## src/hw/rtl/pott_pkg.sv

```systemverilog
// Shared types and constants for the periodic / one-shot timer table.
// Used by pott_cell, pott_slot_update and periodic_oneshot_timer_table_unit.
`default_nettype none
package pott_pkg;

   localparam int TABLE_SLOTS_DEFAULT = 16;

   localparam int OP_W     = 2;
   localparam int TIME_W   = 32;
   localparam int SLOT_W   = 4;
   localparam int PERIOD_W = 31;
   localparam int MASK_W   = 4;
   localparam int KIND_W   = 2;
   localparam int STATUS_W = 2;
   localparam int COUNT_W  = 5;

   // operation codes
   localparam logic [OP_W-1:0] OP_TICK   = 2'd0;
   localparam logic [OP_W-1:0] OP_CREATE = 2'd1;
   localparam logic [OP_W-1:0] OP_DELETE = 2'd2;
   localparam logic [OP_W-1:0] OP_UPDATE = 2'd3;

   // result kinds
   localparam logic [KIND_W-1:0] KIND_FIRE    = 2'd0;
   localparam logic [KIND_W-1:0] KIND_SUMMARY = 2'd1;
   localparam logic [KIND_W-1:0] KIND_REPLY   = 2'd2;

   // reply status codes
   localparam logic [STATUS_W-1:0] STATUS_OK        = 2'd0;
   localparam logic [STATUS_W-1:0] STATUS_NOT_FOUND = 2'd1;
   localparam logic [STATUS_W-1:0] STATUS_FULL      = 2'd2;
   localparam logic [STATUS_W-1:0] STATUS_NO_SCHED  = 2'd3;

   // change mask bit positions
   localparam int MASK_ENABLE = 0;
   localparam int MASK_ONCE   = 1;
   localparam int MASK_AT     = 2;
   localparam int MASK_PERIOD = 3;

   typedef struct packed {
      logic                valid;
      logic                enabled;
      logic                once;
      logic [TIME_W-1:0]   at_time;
      logic [PERIOD_W-1:0] period;
      logic [TIME_W-1:0]   next_due;
   } slot_type;

   typedef struct packed {
      logic [OP_W-1:0]     op;
      logic [TIME_W-1:0]   now_time;
      logic [SLOT_W-1:0]   slot;
      logic [TIME_W-1:0]   at_time;
      logic [PERIOD_W-1:0] period;
      logic                enable_in;
      logic                once_in;
      logic [MASK_W-1:0]   change_mask;
   } req_type;

   // Per-slot action selected by the sequencer for the slot at the head.
   typedef struct packed {
      logic take_free;   // create lands in this slot
      logic hit;         // delete/update targets this slot
   } sel_type;

   typedef struct packed {
      slot_type          next;
      logic              fire;
      logic [TIME_W-1:0] due;
   } upd_type;

endpackage
`default_nettype wire

```

## src/hw/rtl/periodic_oneshot_timer_table_unit.sv

```systemverilog
// Timer slot table: a ring of TABLE_SLOTS slot cells that rotates once per request.
// Each request is held in the sequencer while the slot ring rotates once past the single
// update unit at its head; the ring holds while a firing slot waits for the result register.
// The summary or reply is then registered, and a new request is taken only once the sequencer
// is back in idle: req_stall stays high while a request is in flight.
// A tick also emits one fire result per firing slot during the rotation.
// Synchronous active-high reset empties the table (all slots free) and drops results.
`default_nettype none
module periodic_oneshot_timer_table_unit #(
   parameter int TABLE_SLOTS = pott_pkg::TABLE_SLOTS_DEFAULT
) (
   input  wire logic                             clock,
   input  wire logic                             reset,
   // request channel
   input  wire logic                             req_valid,
   output      logic                             req_stall,
   input  wire logic [pott_pkg::OP_W-1:0]        req_op,
   input  wire logic [pott_pkg::TIME_W-1:0]      req_now_time,
   input  wire logic [pott_pkg::SLOT_W-1:0]      req_slot,
   input  wire logic [pott_pkg::TIME_W-1:0]      req_at_time,
   input  wire logic [pott_pkg::PERIOD_W-1:0]    req_period,
   input  wire logic                             req_enable_in,
   input  wire logic                             req_once_in,
   input  wire logic [pott_pkg::MASK_W-1:0]      req_change_mask,
   // result channel
   output      logic                             rsp_valid,
   input  wire logic                             rsp_stall,
   output      logic [pott_pkg::KIND_W-1:0]      rsp_kind,
   output      logic [pott_pkg::SLOT_W-1:0]      rsp_out_slot,
   output      logic [pott_pkg::STATUS_W-1:0]    rsp_status,
   output      logic [pott_pkg::TIME_W-1:0]      rsp_due_time,
   output      logic [pott_pkg::COUNT_W-1:0]     rsp_active_count,
   output      logic [pott_pkg::TIME_W-1:0]      rsp_earliest_due,
   output      logic                             rsp_last
);
   import pott_pkg::*;

   localparam int IDX_W = (TABLE_SLOTS > 1) ? $clog2(TABLE_SLOTS) : 1;
   localparam int CMP_W = (IDX_W > SLOT_W) ? IDX_W : SLOT_W;
   localparam logic [IDX_W-1:0] IDX_LAST = IDX_W'(TABLE_SLOTS - 1);

   // sequencer states
   localparam logic [1:0] ST_IDLE  = 2'd0;
   localparam logic [1:0] ST_RUN   = 2'd1;
   localparam logic [1:0] ST_FINAL = 2'd2;

   logic [1:0]          state_ff, state_in;
   logic [IDX_W-1:0]    idx_ff, idx_in;
   req_type             req_ff, req_in;
   logic                found_ff, found_in;    // create has placed its slot
   logic                hit_ok_ff, hit_ok_in;  // delete/update target was valid
   logic [IDX_W-1:0]    pos_ff, pos_in;
   logic [TIME_W-1:0]   due_ff, due_in;        // reply due time captured during the pass
   logic [COUNT_W-1:0]  cnt_ff, cnt_in;
   logic [TIME_W-1:0]   early_ff, early_in;

   logic                rsp_valid_ff, rsp_valid_in;
   logic [KIND_W-1:0]   kind_ff, kind_in;
   logic [SLOT_W-1:0]   oslot_ff, oslot_in;
   logic [STATUS_W-1:0] status_ff, status_in;
   logic [TIME_W-1:0]   odue_ff, odue_in;
   logic [COUNT_W-1:0]  ocnt_ff, ocnt_in;
   logic [TIME_W-1:0]   oearly_ff, oearly_in;
   logic                last_ff, last_in;

   slot_type cell_q [TABLE_SLOTS];
   slot_type cell_d [TABLE_SLOTS];
   sel_type  sel;
   upd_type  upd;

   logic accept, out_free, emit_fire, ring_shift, sched_given;

   assign req_stall   = (state_ff != ST_IDLE);
   assign accept      = req_valid && !req_stall;
   assign out_free    = !rsp_valid_ff || !rsp_stall;
   assign sched_given = (req_ff.at_time != '0) || (req_ff.period != '0);

   // slot ring: each cell takes its upper neighbor; the last cell takes the updated head
   for (genvar j = 0; j < TABLE_SLOTS; j++) begin : g_ring
      if (j == TABLE_SLOTS - 1) begin : g_tail
         assign cell_d[j] = upd.next;
      end else begin : g_body
         assign cell_d[j] = cell_q[j+1];
      end
      pott_cell u_cell (
         .clock (clock),
         .reset (reset),
         .shift (ring_shift),
         .d     (cell_d[j]),
         .q     (cell_q[j])
      );
   end

   // head slot selection for the request in flight
   always_comb begin
      sel.take_free = (req_ff.op == OP_CREATE) && sched_given && !found_ff &&
                      !cell_q[0].valid;
      sel.hit       = ((req_ff.op == OP_DELETE) || (req_ff.op == OP_UPDATE)) &&
                      (CMP_W'(idx_ff) == CMP_W'(req_ff.slot));
   end

   pott_slot_update u_update (
      .head (cell_q[0]),
      .req  (req_ff),
      .sel  (sel),
      .res  (upd)
   );

   // a firing slot needs the output register; hold the ring until it is free
   assign emit_fire  = (state_ff == ST_RUN) && upd.fire;
   assign ring_shift = (state_ff == ST_RUN) && (!upd.fire || out_free);

   always_comb begin
      state_in  = state_ff;
      idx_in    = idx_ff;
      req_in    = req_ff;
      found_in  = found_ff;
      hit_ok_in = hit_ok_ff;
      pos_in    = pos_ff;
      due_in    = due_ff;
      cnt_in    = cnt_ff;
      early_in  = early_ff;

      unique case (state_ff)
         ST_IDLE: begin
            if (accept) begin
               state_in  = ST_RUN;
               idx_in    = '0;
               req_in    = '{op: req_op, now_time: req_now_time, slot: req_slot,
                             at_time: req_at_time, period: req_period,
                             enable_in: req_enable_in, once_in: req_once_in,
                             change_mask: req_change_mask};
               found_in  = 1'b0;
               hit_ok_in = 1'b0;
               pos_in    = '0;
               due_in    = '0;
               cnt_in    = '0;
               early_in  = '0;
            end
         end
         ST_RUN: begin
            if (ring_shift) begin
               if (sel.take_free) begin
                  found_in = 1'b1;
                  pos_in   = idx_ff;
                  due_in   = upd.due;
               end
               if (sel.hit && cell_q[0].valid) begin
                  hit_ok_in = 1'b1;
                  due_in    = upd.due;
               end
               // fold the updated slot into the summary
               if (upd.next.valid && upd.next.enabled) begin
                  cnt_in = cnt_ff + COUNT_W'(1);
                  if ((upd.next.next_due != '0) &&
                      ((early_ff == '0) || (upd.next.next_due < early_ff))) begin
                     early_in = upd.next.next_due;
                  end
               end
               if (idx_ff == IDX_LAST) begin
                  idx_in   = '0;
                  state_in = ST_FINAL;
               end else begin
                  idx_in = idx_ff + IDX_W'(1);
               end
            end
         end
         ST_FINAL: begin
            if (out_free) state_in = ST_IDLE;
         end
         default: state_in = ST_IDLE;
      endcase
   end

   // output register: fire results during the pass, summary or reply at the end
   always_comb begin
      rsp_valid_in = rsp_valid_ff && rsp_stall;
      kind_in      = kind_ff;
      oslot_in     = oslot_ff;
      status_in    = status_ff;
      odue_in      = odue_ff;
      ocnt_in      = ocnt_ff;
      oearly_in    = oearly_ff;
      last_in      = last_ff;
      if (emit_fire && out_free) begin
         rsp_valid_in = 1'b1;
         kind_in      = KIND_FIRE;
         oslot_in     = SLOT_W'(idx_ff);
         status_in    = STATUS_OK;
         odue_in      = upd.due;
         ocnt_in      = '0;
         oearly_in    = '0;
         last_in      = 1'b0;
      end else if ((state_ff == ST_FINAL) && out_free) begin
         rsp_valid_in = 1'b1;
         ocnt_in      = cnt_ff;
         oearly_in    = early_ff;
         last_in      = 1'b1;
         priority if (req_ff.op == OP_TICK) begin
            kind_in   = KIND_SUMMARY;
            oslot_in  = '0;
            status_in = STATUS_OK;
            odue_in   = '0;
         end else if (req_ff.op == OP_CREATE) begin
            kind_in   = KIND_REPLY;
            oslot_in  = found_ff ? SLOT_W'(pos_ff) : '0;
            odue_in   = found_ff ? due_ff : '0;
            if (!sched_given)    status_in = STATUS_NO_SCHED;
            else if (!found_ff)  status_in = STATUS_FULL;
            else                 status_in = STATUS_OK;
         end else begin
            kind_in   = KIND_REPLY;
            oslot_in  = req_ff.slot;
            status_in = hit_ok_ff ? STATUS_OK : STATUS_NOT_FOUND;
            odue_in   = (hit_ok_ff && (req_ff.op == OP_UPDATE)) ? due_ff : '0;
         end
      end
   end

   always_ff @(posedge clock) begin
      if (reset) begin
         state_ff     <= ST_IDLE;
         idx_ff       <= '0;
         found_ff     <= 1'b0;
         hit_ok_ff    <= 1'b0;
         rsp_valid_ff <= 1'b0;
      end else begin
         state_ff     <= state_in;
         idx_ff       <= idx_in;
         found_ff     <= found_in;
         hit_ok_ff    <= hit_ok_in;
         rsp_valid_ff <= rsp_valid_in;
      end
   end

   always_ff @(posedge clock) begin
      req_ff    <= req_in;
      pos_ff    <= pos_in;
      due_ff    <= due_in;
      cnt_ff    <= cnt_in;
      early_ff  <= early_in;
      kind_ff   <= kind_in;
      oslot_ff  <= oslot_in;
      status_ff <= status_in;
      odue_ff   <= odue_in;
      ocnt_ff   <= ocnt_in;
      oearly_ff <= oearly_in;
      last_ff   <= last_in;
   end

   assign rsp_valid        = rsp_valid_ff;
   assign rsp_kind         = kind_ff;
   assign rsp_out_slot     = oslot_ff;
   assign rsp_status       = status_ff;
   assign rsp_due_time     = odue_ff;
   assign rsp_active_count = ocnt_ff;
   assign rsp_earliest_due = oearly_ff;
   assign rsp_last         = last_ff;

endmodule
`default_nettype wire

```

## src/hw/rtl/pott_cell.sv

```systemverilog
// One timer slot of the rotating slot ring.
// Depends on pott_pkg for slot_type.
`default_nettype none
module pott_cell (
   input  wire                logic clock,
   input  wire                logic reset,
   input  wire                logic shift,
   input  wire pott_pkg::slot_type d,
   output pott_pkg::slot_type q
);
   import pott_pkg::*;

   logic                valid_ff, enabled_ff, once_ff;
   logic [TIME_W-1:0]   at_ff, due_ff;
   logic [PERIOD_W-1:0] period_ff;

   // flags clear on reset; time fields are written by create before use
   always_ff @(posedge clock) begin
      if (reset) begin
         valid_ff   <= 1'b0;
         enabled_ff <= 1'b0;
         once_ff    <= 1'b0;
      end else if (shift) begin
         valid_ff   <= d.valid;
         enabled_ff <= d.enabled;
         once_ff    <= d.once;
      end
   end

   always_ff @(posedge clock) begin
      if (shift) begin
         at_ff     <= d.at_time;
         period_ff <= d.period;
         due_ff    <= d.next_due;
      end
   end

   assign q = '{valid: valid_ff, enabled: enabled_ff, once: once_ff,
                at_time: at_ff, period: period_ff, next_due: due_ff};

endmodule
`default_nettype wire

```

## src/hw/rtl/pott_slot_update.sv

```systemverilog
// Next-state logic for the slot at the head of the ring.
// Depends on pott_pkg for slot, request and result types.
`default_nettype none
module pott_slot_update (
   input  wire pott_pkg::slot_type head,
   input  wire pott_pkg::req_type  req,
   input  wire pott_pkg::sel_type  sel,
   output pott_pkg::upd_type  res
);
   import pott_pkg::*;

   logic [PERIOD_W-1:0] per_sel;
   logic [TIME_W-1:0]   at_sel;
   logic [TIME_W:0]     sum;
   logic [TIME_W-1:0]   sat_sum;

   always_comb begin
      at_sel  = req.change_mask[MASK_AT] ? req.at_time : head.at_time;
      per_sel = head.period;
      unique case (req.op)
         OP_TICK:   per_sel = head.period;
         OP_CREATE: per_sel = req.period;
         default:   per_sel = req.change_mask[MASK_PERIOD] ? req.period : head.period;
      endcase
      sum     = {1'b0, req.now_time} + {{(TIME_W+1-PERIOD_W){1'b0}}, per_sel};
      sat_sum = sum[TIME_W] ? '1 : sum[TIME_W-1:0];
   end

   always_comb begin
      res.next = head;
      res.fire = 1'b0;
      res.due  = head.next_due;
      unique case (req.op)
         OP_TICK: begin
            if (head.valid && head.enabled && (head.next_due != '0) &&
                (head.next_due <= req.now_time)) begin
               res.fire = 1'b1;
               if (head.once) begin
                  // free the slot
                  res.next.valid   = 1'b0;
                  res.next.enabled = 1'b0;
                  res.next.once    = 1'b0;
                  res.due          = '0;
               end else if (head.period != '0) begin
                  res.next.next_due = sat_sum;
                  res.due           = sat_sum;
               end else begin
                  // absolute-only: disable and clear
                  res.next.next_due = '0;
                  res.next.enabled  = 1'b0;
                  res.due           = '0;
               end
            end
         end
         OP_CREATE: begin
            if (sel.take_free) begin
               res.next.valid    = 1'b1;
               res.next.enabled  = req.enable_in;
               res.next.once     = req.once_in;
               res.next.at_time  = req.at_time;
               res.next.period   = req.period;
               res.next.next_due = (req.at_time != '0) ? req.at_time : sat_sum;
               res.due           = res.next.next_due;
            end
         end
         OP_DELETE: begin
            if (sel.hit && head.valid) begin
               res.next.valid   = 1'b0;
               res.next.enabled = 1'b0;
               res.next.once    = 1'b0;
            end
         end
         default: begin
            if (sel.hit && head.valid) begin
               if (req.change_mask[MASK_ENABLE]) res.next.enabled = req.enable_in;
               if (req.change_mask[MASK_ONCE])   res.next.once    = req.once_in;
               res.next.at_time = at_sel;
               res.next.period  = per_sel;
               if (req.change_mask[MASK_AT] || req.change_mask[MASK_PERIOD]) begin
                  if (at_sel != '0)       res.next.next_due = at_sel;
                  else if (per_sel != '0) res.next.next_due = sat_sum;
                  else                    res.next.next_due = '0;
               end
               res.due = res.next.next_due;
            end
         end
      endcase
   end

endmodule
`default_nettype wire
```

## config.mk

```make
export PLATFORM = sky130hd
export DESIGN_NAME = periodic_oneshot_timer_table_unit
export DESIGN_NICKNAME = d
export VERILOG_FILES = /design/src/hw/rtl/pott_pkg.sv /design/src/hw/rtl/periodic_oneshot_timer_table_unit.sv /design/src/hw/rtl/pott_cell.sv /design/src/hw/rtl/pott_slot_update.sv
export SDC_FILE = /design/constraint.sdc
export NUM_CORES = 2
export LEC_CHECK = 0
export BUFFER_PORTS_ARGS = -buffer_cell sky130_fd_sc_hd__clkbuf_2
export CORE_MARGIN = 3
export CORE_UTILIZATION = 45
export CTS_BUF_LIST = sky130_fd_sc_hd__clkbuf_4 sky130_fd_sc_hd__clkbuf_8
export DETAILED_ROUTE_END_ITERATION = 7
export SLEW_MARGIN = 20
export SYNTH_ARGS = -nofsm -noshare
export SYNTH_HDL_FRONTEND = slang
export SYNTH_HIERARCHICAL = 1
export SYNTH_SLANG_ARGS = --single-unit
```

## constraint.sdc

```tcl
create_clock -name clock -period 35.9 [get_ports clock]
set_input_delay 3.59 -clock clock [delete_from_list [all_inputs] [get_ports clock]]
set_output_delay 3.59 -clock clock [all_outputs]
set_load 0.005 [all_outputs]
```

==> results.cfg <==
[sta]
hold_viol = 0
fmax_mhz = 118
rsz0062_at_grt = false
slew_violations = 0
final.setup.tns_ns = 0
slew_headroom = 0.229
worst_pin_slew_ns = 1.15
finalCritPeriodShare = 0.235
period_minus_slack_ns = 8.44
setup_viol = 0
fin_skew_ns = 0.0888

[power_and_ir_drop]
finalPower_mw = 4.77
worst_ir_drop_vdd_v = 0.0000394
power-per-cell-area_nw_per_um2 = 64.1
power_leakage_nw = 25.5

[logic_synthesis]
async_flop_share = 0
synth-edff-count = 1736
yosysUniqueCellTypes = 92
ys.flop_type = edfxtp_1
yosys.area.top_type = edfxtp_1
syn_area_um2 = 65500
ys_seq_area_frac = 0.826
synth.net_count = 3802
synthTopCellsByArea = edfxtp_1 80%, dfxtp_1 3.0%, ha_1 1.9%
synth_top_cell_area_share = 0.795
syn-instance-count = 3592
syn-mean-instance-area_um2 = 18.2
yosysWarnings = 6
ys_seq_elements = 1835

[critical_path]
slowest_stage = buf_4
crit_type = in -> reg
cpPeakStageDelay_ns = 0.90
cp_max_fo = 183
required_ns = 36.43
endpoint_kind = flop
cp_cell_sequence = clkbuf_2 -> and2_4 -> nand2_1 -> nand2_4 -> inv_8 -> buf_12 -> buf_6 -> buf_4 -> buf_4 -> buf_4
critPathLaunchType = input port
crit_arrival_ns = 8.97
crit_top_cell = buf_4

[clock_network]
insertion_delay_ns = 0.99
cts-root-buf = clkbuf_8
clk_pin_slew_ns = 0.06
cts-htree-levels = 5
clock_path_buffers = 4
cts_tree = yes
clock-sinks = 1835
ctsHoldBuffers = 0
cts_made_buffers = 305
cts_setup_buffers = 0
post_cts_resized = 0

[routing]
drcViolationCount = 0
viasPerCell = 5.39
dr.pass1.iters = 5
vias = 32883
drtAntennaViolNets = 0
wl_per_cell_um = 23.4
drtIter0Drc = 3458
finalWirelength_um = 143000

[place]
dp_hpwl_um = 92700
gp_congestion = 0.941
portBuffers = 190

[flow_run]
max_cap_violations = 0

[floorplan]
die_area_um2 = 150000
initial_core_util = 0.455
die_y_um = 388
ios = 191
fp-row-count = 139
core_area_um2 = 144000
fp.dieW_um = 388

[final_layout]
drive_gt1_frac = 0.190
nNetsFinal = 4199
fillCellCount = 11605
area_growth_pct = 13.4

[grt]
antenna_found_initial = 9
grt_max_degree = 217
grt_usage = 0.188
grt_pass1_vias = 31581
grt_pass1_wl_um = 207000
grt-ovfl-total = 0

[run_status]
status = completed

[hold_path]
min_path_type = reg -> reg
==> area by class of cell <==
type / instances / area [um^2] / share of cell area
flip-flops and latches: 1835 / 54100 / 0.728
multi-input cells: 1524 / 10400 / 0.140
clock buffers: 411 / 5060 / 0.0681
well taps: 1903 / 2380 / 0.0320
repair buffers: 238 / 1370 / 0.0185
clock inverters: 104 / 704 / 0.00947
inverters: 85 / 332 / 0.00446
diodes: 6 / 15.0 / 0.000202
==> flip-flops by register name, indices dropped and copies added, names as in the netlist, 2 cells and up <==
register	flops
rsp_active_count	5
g_ring.u_cell/valid_ff	16
idx_ff	4
pos_ff	4
g_ring.u_cell/enabled_ff	16
g_ring.u_cell/once_ff	16
g_ring.u_cell/period_ff	496
due_ff	32
rsp_due_time	32
rsp_earliest_due	32
state_ff	2
cnt_ff	5
rsp_status	2
early_ff	32
g_ring.u_cell/at_ff	512
g_ring.u_cell/due_ff	512
req_ff	107
rsp_out_slot	4
rsp_kind	2
==> final timing paths <==
kind	startpoint	endpoint	slack, ns	cells after the start
min	g_ring[12].u_cell/due_ff[16]	g_ring[11].u_cell/due_ff[16]	0.35	0
max	rsp_stall	g_ring[6].u_cell/period_ff[14]	27.46	10
max reg2reg	g_ring[0].u_cell/due_ff[14]	g_ring[6].u_cell/period_ff[14]	27.70	16
min reg2reg	g_ring[12].u_cell/due_ff[16]	g_ring[11].u_cell/due_ff[16]	0.35	0
==> layout by cell type (no fill, tap or decap), types with 18 or more instances in the layout <==
cell type,netlist,routed
edfxtp_1,1736,1736
clkbuf_8,0,316
nand2_1,210,209
clkbuf_2,0,190
a21oi_1,185,184
nor2_1,139,136
mux2i_1,113,113
dfxtp_1,99,99
ha_1,98,98
clkbuf_4,0,95
inv_1,82,81
and2_1,79,77
nor4_1,67,67
o21ai_0,65,64
clkinv_1,0,62
mux2_2,60,60
o22ai_1,45,45
buf_4,51,43
nand3_1,35,35
o22a_1,35,35
a21o_1,34,34
a22o_1,33,33
o211ai_1,31,31
nand4_1,30,30
nor3_1,23,22
clkinv_2,0,20
xnor2_1,19,19
a31oi_1,18,18
==> synthesized netlist by cell type, drive strengths merged, types with 4 or more instances <==
cell type / number
a31oi: 19
and3: 15
ha: 98
buf: 85
a21o: 34
o211ai: 31
a22oi: 13
nand2: 212
nor2: 141
o21ai: 76
xor2: 10
o31ai: 4
a22o: 33
nor3: 23
nand2b: 11
nand4: 31
nor2b: 10
mux2i: 113
a2111oi: 6
inv: 85
a21oi: 187
clkbuf: 63
a221oi: 9
nor4: 68
a21boi: 6
o22a: 35
or4: 6
dfxtp: 99
nand3: 36
a221o: 5
or3: 4
nor3b: 4
xnor2: 19
o21a: 12
o22ai: 45
mux2: 60
and2: 81
a211oi: 19
edfxtp: 1736
==> cells by family (layout without fill, tap and decap cells) <==
family,after synthesis,count (layout),synth area share
adders and majority gates,99,99,0.0190
other,0,6,0
xor gates and xnor gates,29,29,0.00387
and+or+nand+nor,653,653,0.0492
AOI/OAI and AO/OA,570,570,0.0577
DFF,1835,1835,0.826
buffers and inverters,233,838,0.0170
muxes,173,173,0.0276
==> worst max-delay path: cells and delay by family <==
kind,cells,cell delay (ns)
and+or+nand+nor,3,0.37
buffers and inverters,7,4.72
==> through the flow <==
stage                     setup WS, ns  area (um^2)  instances   util  hold WS [ns]
after floorplan                  11.47        65500       3592      -         0.400
final                            27.46        74400       6106  0.516         0.350
after CTS                        27.21        74300       6099  0.515         0.350
after detailed placement         26.14        68500       5584  0.475         0.405
after global placement           26.25        68500       5584  0.475         0.400
after global routing             27.05        74300       6102  0.516         0.351
==> per-layer routing <==
layer | routed length, um | global-route usage | vias to the layer above
met2 | 62800 | 0.270 | 1250
met5 | 13 | 0 | -
met3 | 10400 | 0.0436 | 348
met4 | 6670 | 0.0917 | 2
met1 | 62700 | 0.271 | 16423
li1 | - | - | 14860
==> report_power, final <==
group | total, mW | internal [mW] | switching, mW
Clock | 1.75 | 0.975 | 0.774
Combinational | 0.366 | 0.110 | 0.256
Sequential | 2.65 | 2.57 | 0.0827
No activity file was read; power rests on OpenSTA's default activity.
